$ cat src/rtl/core/i2cm_pkg.sv
`default_nettype none

package i2cm_pkg;

    localparam int unsigned OPCODE_W   = 3;
    localparam int unsigned BYTE_W     = 8;
    localparam int unsigned LIMIT_W    = 16;
    localparam int unsigned STEP_W     = 2;
    localparam int unsigned HOLD_W     = 2;
    localparam int unsigned BIT_IDX_W  = 4;
    localparam int unsigned APB_ADDR_W = 3;
    localparam int unsigned APB_DATA_W = 32;

    localparam logic [LIMIT_W-1:0]    ACK_LIMIT_RESET = 16'd60000;
    localparam logic [BIT_IDX_W-1:0]  BITS_PER_BYTE   = 4'd8;
    localparam logic [APB_ADDR_W-1:0] ADDR_ACK_LIMIT  = 3'd0;

    // Opcode zero is both the tick item and the idle command.
    typedef enum logic [OPCODE_W-1:0] {
        OP_TICK    = 3'd0,
        OP_START   = 3'd1,
        OP_STOP    = 3'd2,
        OP_WRITE   = 3'd3,
        OP_READ    = 3'd4,
        OP_ACK     = 3'd5,
        OP_NOACK   = 3'd6,
        OP_WAITACK = 3'd7
    } t_opcode;

    typedef struct packed {
        t_opcode                cmd;
        logic [STEP_W-1:0]      step;
        logic [HOLD_W-1:0]      hold;
        logic [BIT_IDX_W-1:0]   bit_idx;
        logic [BYTE_W-1:0]      shift_byte;
        logic [LIMIT_W-1:0]     wait_count;
        logic                   scl;
        logic                   sda;
        logic                   ack;
    } t_state;

endpackage

`default_nettype wire

$ cat src/rtl/core/i2cm_ifs.sv
`default_nettype none

interface i2cm_cmd_if;
    logic       valid;
    logic       ready;
    logic [2:0] opcode;
    logic [7:0] write_byte;
    logic       sda_sample;

    modport source (output valid, output opcode, output write_byte, output sda_sample,
                    input ready);
    modport sink   (input valid, input opcode, input write_byte, input sda_sample,
                    output ready);
endinterface

interface i2cm_res_if;
    logic       valid;
    logic       ready;
    logic       scl_level;
    logic       sda_level;
    logic       busy_res;
    logic       cmd_done;
    logic [7:0] read_data;
    logic       ack_seen;

    modport source (output valid, output scl_level, output sda_level, output busy_res,
                    output cmd_done, output read_data, output ack_seen, input ready);
    modport sink   (input valid, input scl_level, input sda_level, input busy_res,
                    input cmd_done, input read_data, input ack_seen, output ready);
endinterface

`default_nettype wire

$ cat src/rtl/core/i2cm_step.sv
`default_nettype none

module i2cm_step (
    input  var i2cm_pkg::t_state                   i_state,
    input  var logic [i2cm_pkg::OPCODE_W-1:0]      i_opcode,
    input  var logic [i2cm_pkg::BYTE_W-1:0]        i_write_byte,
    input  var logic                               i_sda_sample,
    input  var logic [i2cm_pkg::LIMIT_W-1:0]       i_ack_limit,
    output i2cm_pkg::t_state                       o_state,
    output logic                                   o_cmd_done
);
    import i2cm_pkg::*;

    t_opcode              w_op;
    logic [BIT_IDX_W-1:0] w_bit_next;

    assign w_op       = t_opcode'(i_opcode);
    assign w_bit_next = i_state.bit_idx + 4'd1;

    always_comb begin
        o_state    = i_state;
        o_cmd_done = 1'b0;

        if (w_op != OP_TICK && i_state.cmd == OP_TICK) begin
            // New command: drive its first line levels, or load the byte for a write.
            o_state.cmd     = w_op;
            o_state.bit_idx = '0;
            o_state.step    = 2'd0;
            o_state.hold    = 2'd1;
            case (w_op)
                OP_START: begin
                    o_state.sda = 1'b1;
                    o_state.scl = 1'b1;
                end
                OP_STOP: begin
                    o_state.scl = 1'b0;
                    o_state.sda = 1'b0;
                end
                OP_WRITE: begin
                    o_state.wait_count = {8'd0, i_write_byte};
                end
                OP_READ: begin
                    o_state.sda = 1'b1;
                end
                OP_ACK, OP_NOACK: begin
                    o_state.scl = 1'b0;
                end
                default: begin
                    o_state.scl        = 1'b0;
                    o_state.sda        = 1'b1;
                    o_state.wait_count = '0;
                end
            endcase
        end else if (i_state.cmd == OP_TICK) begin
            // Idle tick: hold everything.
        end else if (i_state.cmd == OP_WAITACK && i_state.step == 2'd1) begin
            if (i_sda_sample && i_state.wait_count < i_ack_limit) begin
                o_state.wait_count = i_state.wait_count + 16'd1;
            end else begin
                o_state.ack  = ~i_sda_sample;
                o_state.scl  = 1'b0;
                o_state.step = 2'd2;
                o_state.hold = 2'd1;
            end
        end else if (i_state.hold > 2'd1) begin
            o_state.hold = i_state.hold - 2'd1;
        end else begin
            o_state.hold = 2'd0;
            o_cmd_done   = 1'b1;
            case (i_state.cmd)
                OP_START: begin
                    if (i_state.step == 2'd0) begin
                        o_state.sda = 1'b0;
                        o_state.step = 2'd1; o_state.hold = 2'd1; o_cmd_done = 1'b0;
                    end else if (i_state.step == 2'd1) begin
                        o_state.scl = 1'b0;
                        o_state.step = 2'd2; o_state.hold = 2'd2; o_cmd_done = 1'b0;
                    end
                end
                OP_STOP: begin
                    if (i_state.step == 2'd0) begin
                        o_state.scl = 1'b1;
                        o_state.step = 2'd1; o_state.hold = 2'd1; o_cmd_done = 1'b0;
                    end else if (i_state.step == 2'd1) begin
                        o_state.sda = 1'b1;
                        o_state.step = 2'd2; o_state.hold = 2'd2; o_cmd_done = 1'b0;
                    end
                end
                OP_WRITE: begin
                    // Low byte of wait_count is the transmit shifter, MSB first.
                    if (i_state.step == 2'd0) begin
                        o_state.sda        = i_state.wait_count[7];
                        o_state.wait_count = {8'd0, i_state.wait_count[6:0], 1'b0};
                        o_state.step = 2'd1; o_state.hold = 2'd1; o_cmd_done = 1'b0;
                    end else if (i_state.step == 2'd1) begin
                        o_state.scl = 1'b1;
                        o_state.step = 2'd2; o_state.hold = 2'd1; o_cmd_done = 1'b0;
                    end else if (i_state.step == 2'd2) begin
                        o_state.scl     = 1'b0;
                        o_state.bit_idx = w_bit_next;
                        o_cmd_done      = 1'b0;
                        if (w_bit_next < BITS_PER_BYTE) begin
                            o_state.step = 2'd0; o_state.hold = 2'd1;
                        end else begin
                            o_state.step = 2'd3; o_state.hold = 2'd2;
                        end
                    end
                end
                OP_READ: begin
                    if (i_state.step == 2'd0) begin
                        o_state.scl = 1'b0;
                        o_state.step = 2'd1; o_state.hold = 2'd2; o_cmd_done = 1'b0;
                    end else if (i_state.step == 2'd1) begin
                        o_state.scl = 1'b1;
                        o_state.step = 2'd2; o_state.hold = 2'd1; o_cmd_done = 1'b0;
                    end else begin
                        o_state.shift_byte = {i_state.shift_byte[6:0], i_sda_sample};
                        o_state.bit_idx    = w_bit_next;
                        if (w_bit_next < BITS_PER_BYTE) begin
                            o_state.scl = 1'b0;
                            o_state.step = 2'd1; o_state.hold = 2'd2; o_cmd_done = 1'b0;
                        end
                    end
                end
                OP_ACK, OP_NOACK: begin
                    if (i_state.step == 2'd0) begin
                        o_state.sda = (i_state.cmd == OP_NOACK);
                        o_state.step = 2'd1; o_state.hold = 2'd1; o_cmd_done = 1'b0;
                    end else if (i_state.step == 2'd1) begin
                        o_state.scl = 1'b1;
                        o_state.step = 2'd2; o_state.hold = 2'd1; o_cmd_done = 1'b0;
                    end else if (i_state.step == 2'd2) begin
                        o_state.scl  = 1'b0;
                        o_state.step = 2'd3;
                        o_state.hold = (i_state.cmd == OP_NOACK) ? 2'd1 : 2'd2;
                        o_cmd_done   = 1'b0;
                    end
                end
                OP_WAITACK: begin
                    if (i_state.step == 2'd0) begin
                        o_state.scl = 1'b1;
                        o_state.step = 2'd1; o_state.hold = 2'd0; o_cmd_done = 1'b0;
                    end
                end
                default: begin
                end
            endcase
            if (o_cmd_done) begin
                o_state.cmd  = OP_TICK;
                o_state.step = 2'd0;
                o_state.hold = 2'd0;
            end
        end
    end

endmodule

`default_nettype wire

$ cat src/rtl/core/i2c_master_bit_engine_core.sv
`default_nettype none

// Channel   Dir  Handshake     Payload
// i_cmd     in   valid/ready   opcode[2:0], write_byte[7:0], sda_sample
// o_res     out  valid/ready   scl_level, sda_level, busy_res, cmd_done,
//                              read_data[7:0], ack_seen
// APB       in   psel/penable  ack_timeout_limit at byte address 0 (16 bits)
//
// One item per cycle while the result is not stalled: the state update is a
// single pass of logic from the state registers into the state and result
// registers. A new item is taken while the result register is empty or being
// drained. Reset is synchronous, active low; it leaves both lines released and
// the limit at 60000. A stalled result holds the input side; nothing is dropped.

module i2c_master_bit_engine_core (
    input  var logic                                 i_clk,
    input  var logic                                 i_rst_n,
    i2cm_cmd_if.sink                                 i_cmd,
    i2cm_res_if.source                               o_res,
    input  var logic                                 psel,
    input  var logic                                 penable,
    input  var logic                                 pwrite,
    input  var logic [i2cm_pkg::APB_ADDR_W-1:0]      paddr,
    input  var logic [i2cm_pkg::APB_DATA_W-1:0]      pwdata,
    output logic [i2cm_pkg::APB_DATA_W-1:0]          prdata,
    output logic                                     pready
);
    import i2cm_pkg::*;

    t_state               r_state;
    t_state               n_state;
    logic                 w_done;
    logic [LIMIT_W-1:0]   r_ack_limit;
    logic                 r_valid;
    logic                 r_scl;
    logic                 r_sda;
    logic                 r_busy;
    logic                 r_done;
    logic [BYTE_W-1:0]    r_read_data;
    logic                 r_ack;
    logic                 w_accept;
    logic                 w_cfg_wr;
    logic                 w_sel_limit;

    assign pready      = 1'b1;
    assign w_sel_limit = (paddr[APB_ADDR_W-1:2] == ADDR_ACK_LIMIT[APB_ADDR_W-1:2]);
    assign w_cfg_wr    = psel & penable & pwrite & w_sel_limit;
    assign prdata      = w_sel_limit ? {{(APB_DATA_W-LIMIT_W){1'b0}}, r_ack_limit} : '0;

    assign i_cmd.ready = ~r_valid | o_res.ready;
    assign w_accept    = i_cmd.valid & i_cmd.ready;

    i2cm_step u_step (
        .i_state      (r_state),
        .i_opcode     (i_cmd.opcode),
        .i_write_byte (i_cmd.write_byte),
        .i_sda_sample (i_cmd.sda_sample),
        .i_ack_limit  (r_ack_limit),
        .o_state      (n_state),
        .o_cmd_done   (w_done)
    );

    always_ff @(posedge i_clk) begin
        if (!i_rst_n) begin
            r_ack_limit <= ACK_LIMIT_RESET;
        end else if (w_cfg_wr) begin
            r_ack_limit <= pwdata[LIMIT_W-1:0];
        end
    end

    always_ff @(posedge i_clk) begin
        if (!i_rst_n) begin
            r_state <= '{cmd: OP_TICK, step: '0, hold: '0, bit_idx: '0, shift_byte: '0,
                         wait_count: '0, scl: 1'b1, sda: 1'b1, ack: 1'b0};
            r_valid <= 1'b0;
        end else begin
            if (w_accept) begin
                r_state <= n_state;
                r_valid <= 1'b1;
            end else if (o_res.ready) begin
                r_valid <= 1'b0;
            end
        end
    end

    // Result payload: the state after the item.
    always_ff @(posedge i_clk) begin
        if (w_accept) begin
            r_scl       <= n_state.scl;
            r_sda       <= n_state.sda;
            r_busy      <= (n_state.cmd != OP_TICK);
            r_done      <= w_done;
            r_read_data <= n_state.shift_byte;
            r_ack       <= n_state.ack;
        end
    end

    assign o_res.valid     = r_valid;
    assign o_res.scl_level = r_scl;
    assign o_res.sda_level = r_sda;
    assign o_res.busy_res  = r_busy;
    assign o_res.cmd_done  = r_done;
    assign o_res.read_data = r_read_data;
    assign o_res.ack_seen  = r_ack;

endmodule

`default_nettype wire
$ cat src/flat_wrapper.sv
// flat-port wrapper written by rule: the top's interface ports become plain ports
module i2c_master_bit_engine_core_flat import i2cm_pkg::*;
  (i_clk, i_rst_n, psel, penable, pwrite, paddr, pwdata, prdata, pready, i_cmd_valid, i_cmd_opcode, i_cmd_write_byte, i_cmd_sda_sample, i_cmd_ready, o_res_valid, o_res_scl_level, o_res_sda_level, o_res_busy_res, o_res_cmd_done, o_res_read_data, o_res_ack_seen, o_res_ready);
  i2cm_cmd_if i_cmd_i ();
  i2cm_res_if o_res_i ();
  input  var logic i_clk;
  input  var logic i_rst_n;
  input  var logic psel;
  input  var logic penable;
  input  var logic pwrite;
  input  var logic [i2cm_pkg::APB_ADDR_W-1:0] paddr;
  input  var logic [i2cm_pkg::APB_DATA_W-1:0] pwdata;
  output logic [i2cm_pkg::APB_DATA_W-1:0] prdata;
  output logic pready;
  input wire logic [$bits(i_cmd_i.valid)-1:0] i_cmd_valid;
  input wire logic [$bits(i_cmd_i.opcode)-1:0] i_cmd_opcode;
  input wire logic [$bits(i_cmd_i.write_byte)-1:0] i_cmd_write_byte;
  input wire logic [$bits(i_cmd_i.sda_sample)-1:0] i_cmd_sda_sample;
  output wire logic [$bits(i_cmd_i.ready)-1:0] i_cmd_ready;
  output wire logic [$bits(o_res_i.valid)-1:0] o_res_valid;
  output wire logic [$bits(o_res_i.scl_level)-1:0] o_res_scl_level;
  output wire logic [$bits(o_res_i.sda_level)-1:0] o_res_sda_level;
  output wire logic [$bits(o_res_i.busy_res)-1:0] o_res_busy_res;
  output wire logic [$bits(o_res_i.cmd_done)-1:0] o_res_cmd_done;
  output wire logic [$bits(o_res_i.read_data)-1:0] o_res_read_data;
  output wire logic [$bits(o_res_i.ack_seen)-1:0] o_res_ack_seen;
  input wire logic [$bits(o_res_i.ready)-1:0] o_res_ready;
  assign i_cmd_i.valid = i_cmd_valid;
  assign i_cmd_i.opcode = i_cmd_opcode;
  assign i_cmd_i.write_byte = i_cmd_write_byte;
  assign i_cmd_i.sda_sample = i_cmd_sda_sample;
  assign i_cmd_ready = i_cmd_i.ready;
  assign o_res_valid = o_res_i.valid;
  assign o_res_scl_level = o_res_i.scl_level;
  assign o_res_sda_level = o_res_i.sda_level;
  assign o_res_busy_res = o_res_i.busy_res;
  assign o_res_cmd_done = o_res_i.cmd_done;
  assign o_res_read_data = o_res_i.read_data;
  assign o_res_ack_seen = o_res_i.ack_seen;
  assign o_res_i.ready = o_res_ready;
  i2c_master_bit_engine_core u_core (.i_clk(i_clk), .i_rst_n(i_rst_n), .i_cmd(i_cmd_i), .o_res(o_res_i), .psel(psel), .penable(penable), .pwrite(pwrite), .paddr(paddr), .pwdata(pwdata), .prdata(prdata), .pready(pready));
endmodule
$ cat config.mk
export PLATFORM = sky130hd
export DESIGN_NAME = i2c_master_bit_engine_core_flat
export DESIGN_NICKNAME = d
export VERILOG_FILES = /design/src/rtl/core/i2cm_pkg.sv /design/src/rtl/core/i2cm_ifs.sv /design/src/rtl/core/i2cm_step.sv /design/src/rtl/core/i2c_master_bit_engine_core.sv /design/src/flat_wrapper.sv
export SDC_FILE = /design/constraint.sdc
export NUM_CORES = 1
export LEC_CHECK = 0
export ABC_AREA = 1
export BUFFER_PORTS_ARGS = -buffer_cell sky130_fd_sc_hd__buf_2
export CAP_MARGIN = 5
export CORE_MARGIN = 2
export CORE_UTILIZATION = 40
export CTS_CLUSTER_SIZE = 28
export DETAILED_ROUTE_END_ITERATION = 6
export SLEW_MARGIN = 20
export SYNTH_ARGS = -nofsm -noshare
export SYNTH_HDL_FRONTEND = slang
export SYNTH_SLANG_ARGS = --single-unit
$ cat constraint.sdc
create_clock -name i_clk -period 2.42 [get_ports i_clk]
set_clock_uncertainty 0.15 [all_clocks]
set_input_delay 0.242 -clock i_clk [delete_from_list [all_inputs] [get_ports i_clk]]
set_output_delay 0.242 -clock i_clk [all_outputs]
set_load 0.01 [all_outputs]
==> summary.md <==
| Metric | Value |
|---|---|
| Outcome | `finished, final reports clean` |
| H-tree Lvls | `3` |
| Sw frac | `0.332` |
| Initial Util | `0.407` |
| Die H | `109 um` |
| Setup violators final | `0` |
| Initial DRT Pass Iterations | `5` |
| Startpoint types | `flip-flop` |
| Fin crit share | `0.921` |
| Syn Area/Cell | `6.73 sq um` |
| Top cell type's share of synthesized area | `0.251` |
| Leading cell types by count after synthesis | `134 x nand2_1, 87 x nor2_1, 83 x inv_1` |
| Vias in the first global route | `between 4k and 5k` |
| Reg clk slew, reported paths | `about 80 ps` |
| CP Class | `flip-flop to flip-flop` |
| CP Data Arrival Time | `~2300 ps` |
| Post-Syn Instances | `653` |
| Clock Tree Buf Depth | `2` |
| Total wire length | `11,500 um` |
| Drt first-iter violations | `approximately 280` |
| Dominant cell type by area after synthesis | `dfxtp_1` |
| Flops & latches, synth | `68` |
| Rel. slew slack | `0.469` |
| Inst Count DP | `868` |
| Fin nets | `~820` |
| GRT overflow | `0` |
| Netlist Area Pre-Place | `4390 sq um` |
| Share of post-route cells with drive strength above 1 | `0.170` |
| Buffers on Ports | `66` |
| Final hold viol count | `0` |
| Gr usage total | `0.202` |
| Critical path endpoint category | `flip-flop` |
| Psw | `0.000991 W` |
| Pwr Density | `570 nW/um^2` |
| R2r endpoint | `u_core.r_state[6]` |
| Root buf cell | `clkbuf_8` |
| Initial antenna violation count | `0` |
| Non-filler instance count after layout | `around 890` |
| Die width | `109 um` |
| Worst R2R Setup Slack | `190 ps` |
| Detailed-route DRC error count | `0` |
| Post-route antenna net violation count | `0` |
| Hold Crit Class | `input port to flip-flop` |
| Synth cell types | `between 40 and 50` |
| Internal power | `approximately 0.002 W` |
| Drt wl/cell | `12.9 um` |
| Leak Pwr | `2.51 nW` |
| Diodes inserted | `0` |
| Post-CTS setup buffers | `0` |
| RSZ-0062 raised after global routing | `no` |
| Area grow syn2layout | `19.3%` |
| TritonCTS clock tree | `yes` |
| Inserted Clock Buffers | `9` |
| Vias post-DR | `about 4.5k` |
| Post-synth ARST share | `0` |
| Clk pwr share | `0.310` |
| Rows | `38` |
| Max Clk Rate | `449 MHz` |
| Final setup TNS | `0 ps` |
| Sequential share of power | `0.435` |
| CTS sink cnt | `68` |
| HPWL Detailed | `between 8000 and 9000 um` |
| Tmin final | `roughly 2200 ps` |
| RD Place Congestion | `0.925` |
| Later-pin clock latency in the skew report | `350 ps` |
| FF-to-FF path depth | `13` |
| Comb power frac | `0.254` |
| Required @ worst endpoint | `2510 ps` |
| Worst slack, placed | `154 ps` |
| DP Area | `4980 sq um` |
| VDD IR max | `0.282 mV` |
| Slew @ Worst Pin | `795 ps` |
| Reg2Reg Launch Point | `u_core.r_state[34]` |
| First-pass GRT wire length | `19,000 um` |
| Max_cap viols | `0` |
| Post-route cell area | `~5200 sq um` |
| Hold-critical path endpoint | `u_core.r_ack_limit[7]` |
| Ranking of synthesized cells by area | `dfxtp_1 25%, nand2_1 11%, edfxtp_1 8.9%, nor2_1 7.4%, inv_1 7.1%` |
| Max Slew Vio Count | `0` |
| Largest net degree at the start of global routing | `34` |
| Worst hold slack | `23.6 ps` |
| Final WS setup | `191 ps` |
| CP Max Fanout | `14` |
| Post-DR vias/cell | `~5` |
| Synth Flop Type | `dfxtp_1` |
| Hold Path Stages | `3` |
| Worst hold start | `pwdata[7]` |
| Post-synth EDFFs | `13` |
| Die ar. | `11,800 sq um` |
| Syn. warnings | `0` |
| I/O pin total | `102` |
| Most numerous cell in the Yosys netlist | `nand2_1` |
| Core area | `10,800 sq um` |
| Seq/Total Area, Yosys | `0.340` |
state kept, by name (all words and copies together), names as in the netlist:
register,cells
u_core.r_ack_limit,16
u_core.o_res.read_data,8
u_core.o_res.ack_seen,1
u_core.o_res.valid,1
u_core.o_res.busy_res,1
u_core.o_res.scl_level,1
u_core.r_state,38
u_core.o_res.cmd_done,1
u_core.o_res.sda_level,1
through the flow:
step | total power [W] | util
3_5_place_dp | 0.00207 | 0.461
2_1_floorplan | 0.00183 | -
5_1_grt | 0.00318 | 0.486
3_3_place_gp | 0.00206 | 0.461
6_report | 0.00299 | 0.486
4_1_cts | 0.00301 | 0.485
power by group through the flow:
stage / Clock, W / Combinational, W / Sequential [W]
2_1_floorplan: 0 / 0.000503 / 0.00133
3_3_place_gp: 0 / 0.000731 / 0.00132
3_5_place_dp: 0 / 0.000744 / 0.00133
4_1_cts: 0.000957 / 0.000756 / 0.00130
5_1_grt: 0.00100 / 0.000866 / 0.00131
6_report: 0.000927 / 0.000759 / 0.00130
logic make-up (layout without fill, tap and decap cells):
logic type | count (synthesis) | after routing | synth area share
buf+inv | 124 | 207 | 0.123
simple gates | 290 | 290 | 0.281
other cells | 2 | 17 | 0.00171
fa+ha+maj | 23 | 23 | 0.0655
compound gates | 137 | 137 | 0.171
flops | 68 | 68 | 0.340
xor+xnor | 9 | 9 | 0.0179
layout make-up:
| type | instances | area (sq um) |
|---|---|---|
| flip-flops and latches | 68 | 1490 |
| repair buffers | 101 | 623 |
| inverters | 90 | 339 |
| clock inverters | 6 | 63.8 |
| clock buffers | 10 | 128 |
| fillers | 1088 | 5550 |
| well taps | 140 | 175 |
| multi-input cells | 476 | 2420 |
metal layers:
metal / part of all wire / GRT usage
met4: 0.014 / 0.0568
met1: 0.48 / 0.274
met3: 0.048 / 0.0383
met5: 0 / 0
met2: 0.46 / 0.327
how the worst max path moves through the flow:
stage                     slack (ps)                from            endpoint
after CTS                        140  u_core.r_state[34]  u_core.r_state[34]
after floorplan                  270  u_core.r_state[34]   u_core.r_state[3]
after global placement           210  u_core.r_state[34]  u_core.r_state[34]
final                            190  u_core.r_state[34]   u_core.r_state[6]
after global routing               4  u_core.r_state[34]  u_core.r_state[31]
after detailed placement         150  u_core.r_state[34]  u_core.r_state[34]
timing repair:
item                                    4_1_cts  5_1_grt
hold buffers                                  7        0
gates resized for setup                       0        1
endpoints found under the setup margin        0        4
hold endpoints to repair                      7        0
worst max-delay path, cell delays in order, from the launching register on:
cell and delay [ps]:
dfxtp_1 320, inv_1 130, ha_1 250, inv_1 100, nor2_4 230, inv_2 60
nand2_2 90, o21ai_2 80, nor3_4 200, nand2_2 130, clkinv_2 170, nand2_1 90
nand2_1 80, nor2_1 40
cell usage in the layout, fill, tap and decap left out, types with 13 or more instances in the layout:
| cell type | n |
|---|---|
| nand2_1 | 134 |
| nor2_1 | 86 |
| inv_1 | 83 |
| buf_2 | 66 |
| dfxtp_1 | 55 |
| a21oi_1 | 52 |
| o21ai_0 | 51 |
| nand3_1 | 36 |
| buf_4 | 27 |
| ha_1 | 23 |
| conb_1 | 17 |
| edfxtp_1 | 13 |
No activity file was read; power rests on OpenSTA's default activity.
